`src/llbl_pkg.sv`:
```
`timescale 1ns / 1ps
`default_nettype none
package llbl_pkg;

    // Default sizing
    localparam int DEF_MAX_ROWS    = 4096;
    localparam int DEF_MAX_RECORDS = 65536;
    localparam int DEF_BIN_BITS    = 24;

    // Item kinds
    typedef enum logic [1:0] {
        KIND_ROW   = 2'd0,
        KIND_REC   = 2'd1,
        KIND_QUERY = 2'd2,
        KIND_NONE  = 2'd3
    } t_kind;

    // Config register indexes
    typedef enum logic {
        CFG_ROWS    = 1'b0,
        CFG_RECORDS = 1'b1
    } t_cfg_idx;

    localparam logic [12:0] DEF_ROW_COUNT = 13'd2160;
    localparam logic [16:0] DEF_REC_COUNT = 17'd1;

    // Row size storage
    localparam int          SIZE_W   = 13;
    localparam logic [12:0] SIZE_SAT = 13'd8191;

    // Angles in 1/65536 degree
    localparam logic signed [26:0] QUARTER_TURN = 27'sd5898240;
    localparam logic signed [26:0] HALF_TURN    = 27'sd11796480;
    localparam logic signed [26:0] FULL_TURN    = 27'sd23592960;

    // Shared multiplier
    localparam int MUL_W  = 25;
    localparam int PROD_W = 2 * MUL_W;

    // Reciprocals scaled by 2^32, rounded up; exact floor for 22-bit dividends
    localparam longint unsigned RECIP_180_L = ((64'd1 << 32) + 64'd179) / 64'd180;
    localparam longint unsigned RECIP_360_L = ((64'd1 << 32) + 64'd359) / 64'd360;
    localparam logic [MUL_W-1:0] RECIP_180 = RECIP_180_L[MUL_W-1:0];
    localparam logic [MUL_W-1:0] RECIP_360 = RECIP_360_L[MUL_W-1:0];

    typedef struct packed {
        logic [MUL_W-1:0] op_a;
        logic [MUL_W-1:0] op_b;
    } t_mul_req;

    typedef enum logic [3:0] {
        S_IDLE,
        S_ROW_MUL,
        S_ROW_DIV,
        S_ROW_RD,
        S_COL_MUL,
        S_COL_DIV,
        S_BIN,
        S_END_RD,
        S_FIRST_RD,
        S_SEARCH,
        S_CK0,
        S_CK1,
        S_CK2
    } t_state;

endpackage
`default_nettype wire

```
`src/llbl_mul.sv`:
```
`timescale 1ns / 1ps
`default_nettype none
module llbl_mul (
    input  wire logic                          i_clk,
    input  wire llbl_pkg::t_mul_req            i_req,
    output logic      [llbl_pkg::PROD_W-1:0]   o_prod
);
    logic [llbl_pkg::PROD_W-1:0] r_prod;

    // shared multiplier, product registered
    always_ff @(posedge i_clk) begin
        r_prod <= {{llbl_pkg::MUL_W{1'b0}}, i_req.op_a} * {{llbl_pkg::MUL_W{1'b0}}, i_req.op_b};
    end

    assign o_prod = r_prod;
endmodule
`default_nettype wire

```
`config.mk`:
```
export PLATFORM = sky130hd
export DESIGN_NAME = llbl_mul
export DESIGN_NICKNAME = d
export VERILOG_FILES = /design/src/llbl_pkg.sv /design/src/llbl_mul.sv
export SDC_FILE = /design/constraint.sdc
export NUM_CORES = 2
export LEC_CHECK = 0
export BUFFER_PORTS_ARGS = -buffer_cell sky130_fd_sc_hd__buf_2
export CAP_MARGIN = 20
export CORE_MARGIN = 4
export CORE_UTILIZATION = 35
export DETAILED_ROUTE_END_ITERATION = 8
export PLACE_DENSITY = 0.57
export SETUP_SLACK_MARGIN = 0.5
export SLEW_MARGIN = 20
export SYNTH_ARGS = -nofsm -noshare
export SYNTH_HDL_FRONTEND = slang
export SYNTH_SLANG_ARGS = --single-unit
```
`constraint.sdc`:
```
create_clock -name i_clk -period 7.18 [get_ports i_clk]
set_input_delay 0 -clock i_clk [delete_from_list [all_inputs] [get_ports i_clk]]
set_output_delay 0 -clock i_clk [all_outputs]
set_load 0.005 [all_outputs]
```
### Yosys cells after proc, flatten, opt, wreduce, memory -nomap -nowiden

Index checks and enable logic that the tools add are counted.

* register bits after elaboration: 50
* input port bits: 51
* output and inout port bits: 50
* word-level logic and storage cells: 2

* $mul: 1

Operators by type and width (count)
* 25-bit by 25-bit multiplier with 50-bit output: 1

### Logic depth before layout (Yosys ltp)

* word-level depth: 1
* depth in mapped cells: 26
* depth with buffers taken out: 24

### Least setup slack after synthesis

OpenSTA, ideal clock, no wires.

* path kind: input to register
* start: input port i_req[4] (netlist name)
* end: register r_prod, in the netlist o_prod[45]
* setup time: 0.135 ns
* data arrival time: 6.036 ns
* data required time: 7.045 ns
* path slack: 1.008 ns
* cell stages on the path: 24
* buffers on the path: 2
* cells stage by stage: clkbuf_1 nand2_1 fa_1 inv_1 fa_1 inv_1 fa_1 fa_1 inv_1 fa_1 fa_1 inv_1 fa_1 inv_1 ha_1 buf_2 a21o_1 a31oi_1 nand2b_1 a2111o_1 a21oi_2 o31ai_4 a2111oi_0 a311oi_1

* longest elaborated chain between the ends: 1

Ends and longest elaborated chain
* start: declaration: RTL line llbl_mul.sv:5 `input wire llbl_pkg::t_mul_req i_req,`
* 25-bit by 25-bit multiplier with 50-bit output: RTL line llbl_mul.sv:12 `r_prod <= {{llbl_pkg::MUL_W{1'b0}}, i_req.op_a} * {{llbl_pkg::MUL_W{1'b0}}, i_req.op_b};`
* end signal: assignment: RTL line llbl_mul.sv:12
* end: declaration: RTL line llbl_mul.sv:8 `logic [llbl_pkg::PROD_W-1:0] r_prod;`

Every way passes these cells.

### Worst setup path after layout

* start: input port i_req[3] (netlist name)
* end: register r_prod, in the netlist o_prod[43]

The elaborated chain is that of the path after synthesis.

==> summary.md <==
The deepest level of the CTS H-tree is 2, and the initial cell density of the core is 0.353. The detail route stage leaves a number of antenna-violating nets equal to 0. Summed over all layers, the routed wires come to 61600 um.

Top cell family by delay on the critical path: adder cells. The warning count from the yosys run came out at 0. For the number of DRC markers after the initial detailed-route iteration, the log shows 888.

The tree built by TritonCTS fans out to 50 sinks. The startpoint type of the worst setup path was an input port. The tools report the via count of the first global-routing pass as 17900. Final total negative setup slack: 0 ps.

At the end of the flow, the number of nets in the layout was 3221. The standard cell with the maximum stage delay on the critical path is fa_1. The number of enable flip-flop cells after synthesis is 0. The number of nets in the synthesized netlist is 3177. The first detailed-routing pass ran for 6 iterations.

The run gives 2 as the maximum buffer depth of the clock tree. Counting the buffers created by CTS gives 5. The number of hold violations in the final report is 0, and the total routing resource utilization after global routing is 0.191. Summed over all layers, the global routing overflow is 0. The wire length per cell was 18.7 um. The run finished with clean final reports.

Among all flip-flop cells after synthesis, the most frequent one is dfxtp_1. Setup repair after global routing left no endpoint under its margin. For the number of top-level pins, the log shows 101. The relative max-transition margin was 0.508. At the worst endpoint, the arrival time is 6640 ps. At the end of routability-driven placement, the weighted congestion stood at 0.925.

The final core utilization is 0.382, and the count of final max-slew check failures is 0. The routed design could run at a clock period as short as 6430 ps. The mean area per synthesized cell is 9.02 um^2. Together, buffers and inverters on the worst path number 6.

The final route contains 16100 vias. The register with the most flip-flops in the layout has 50 of them. After detailed routing, the number of remaining DRC violations is 0. The run gives 0 as the final count of negative-setup-slack endpoints. The placeable core area is 0.0617 mm^2, and the worst setup timing slack at the placement stage is 142 ps. Register area share after synthesis: 0.0459. Flip-flop and latch count after synthesis: 50.

The first global-routing pass estimated 98800 um of wire. For the pin with the worst max-slew slack, the measured transition is 727 ps. Half-perimeter wire length after placement: 51200 um. The tightest hold path in the finished design has a slack of 245 ps.

0 antenna diodes ended up in the layout. The initial antenna violation count was 5; the async set or reset register ratio after synthesis was 0. STA classifies the critical path endpoint as a flip-flop. Dividing the detail-routed via count by the number of cells gives 4.89.

In this run the horizontal extent of the chip is 257 um. The run gives 0.0663 mm^2 as the area of the die. The share of the clock period used by the worst path after layout is 0.896, and the relative area change from synthesis to final layout is 8.11%. Measured along the y axis, the die boundary spans 257 um.

The synthesized netlist occupies a cell area of 0.0218 mm^2. The tightest min-delay check is of the in -> reg type. Walking the worst path, the cells encountered are clkbuf_4 > buf_4 > and2_1 > fa_1 > inv_1 > fa_1 > fa_1 > inv_1 > fa_1 > inv_1 > fa_1 > fa_1 > fa_1 > inv_1 > ha_1 > a21oi_2 > o21bai_1 > a21oi_1 > o21ai_0 > o2111ai_2 > a31oi_4 > or4_1 > and3_1. STA puts the critical path data required time at 7390 ps.

Entering global routing, the biggest net connects 26 pins. For this run, the top clock speed supported by timing is 155 MHz. TritonCTS built the clock tree.

The tool flagged a number of max-cap violations equal to 0. The tools report the CTS root buffer as clkbuf_16. The category of the critical setup timing path is in -> reg. Along the worst path, the maximum fanout reaches 17. For the number of rows in the core area, the log shows 91. The tools report the number of library cell types mapped by synthesis as 58. Clock-pin slew was measured on the worst setup and hold paths at 70 ps.

The number of buffers inserted by port buffering works out to 100. The worst setup slack after layout came out at 746 ps. In this design, the critical path's most frequently occurring cell is fa_1. The fraction of final layout cells with drive strength greater than 1 is 0.0732.

In the synthesized netlist, the number of instances is 2415. In this design, the stage delay of the slowest critical-path cell is 570 ps.
## kinds of logic after synthesis
family	count (synthesis)	share of synthesized area
AO/OA/AOI/OAI	165	0.0523
XOR/XNOR	44	0.0177
adder cells (fa/ha/maj)	711	0.590
buffers and inverters	711	0.123
flip-flops	50	0.0459
multiplexers	2	0.00103
AND/OR/NAND/NOR	732	0.171
## timing repair
action                                  4_1_cts  5_1_grt
gates cloned                                  0        0
hold buffers                                  0        0
endpoints found under the setup margin        2       11
resized for setup                             2       24
setup buffers                                 0        0
## area by class of cell
cell class | count | area [um^2]
Clock buffer | 6 | 139
Clock inverter | 1 | 30.0
Fill cell | 6331 | 38200
Inverter | 596 | 2240
Multi-Input combinational cell | 1654 | 18200
Sequential cell | 50 | 1000
Tap cell | 837 | 1050
Timing Repair Buffer | 152 | 926
## synthesized netlist by cell type, types with 6 or more instances
master | count | area [um^2]
a21o_1 | 37 | 278
a21oi_1 | 48 | 240
a31oi_1 | 8 | 50.1
and2_1 | 338 | 2110
and3_1 | 14 | 87.6
clkbuf_1 | 110 | 413
dfxtp_1 | 50 | 1000
fa_1 | 526 | 10500
ha_1 | 185 | 2310
inv_1 | 596 | 2240
nand2_1 | 320 | 1200
nand3_1 | 12 | 60.1
nor2_1 | 20 | 75.1
nor3_1 | 6 | 30.0
o21ai_0 | 17 | 85.1
o21bai_1 | 9 | 67.6
xnor2_1 | 29 | 254
xor2_1 | 15 | 131
## layout by cell type (no fill, tap or decap), types with 3 or more instances in the layout
cell,n
inv_1,596
fa_1,526
and2_1,338
nand2_1,320
ha_1,182
buf_2,89
buf_4,52
dfxtp_1,50
a21oi_1,47
a21o_1,37
xnor2_1,29
nor2_1,20
o21ai_0,17
xor2_1,15
and3_1,14
nand3_1,12
o21bai_1,9
clkbuf_4,9
nor3_1,6
a31oi_1,6
nand4_1,5
a211o_1,5
clkbuf_16,5
a211oi_1,4
or3_1,4
a31o_2,3
o21a_1,3
nand2b_1,3
a311oi_1,3
ha_2,3
## through the flow
| stage | area, um^2 | cells |
|---|---|---|
| finish | 23600 | 3296 |
| global route | 23600 | 3296 |
| CTS | 23500 | 3296 |
| detailed placement | 23300 | 3289 |
| global placement | 23300 | 3289 |
| floorplan | 21800 | 2415 |
## per-layer routing
| metal | vias to the layer above | GRT usage | routed length, um |
|---|---|---|---|
| met1 | 8384 | 0.229 | 23400 |
| met2 | 500 | 0.347 | 32200 |
| met4 | 0 | 0.0696 | 2740 |
| li1 | 7116 | - | - |
| met5 | - | 0 | 0 |
| met3 | 124 | 0.0268 | 3270 |
## path summary, 6_finish.rpt
check / from / cells after the start / endpoint / slack (ps)
worst max-delay path: i_req[3] / 23 / o_prod[43] / 750
worst min-delay path: i_req[0] / 2 / o_prod[0] / 240
Power is left out: the tool's default activity adds up to more than one toggle a clock period on the data nets, which glitch-free logic cannot reach.
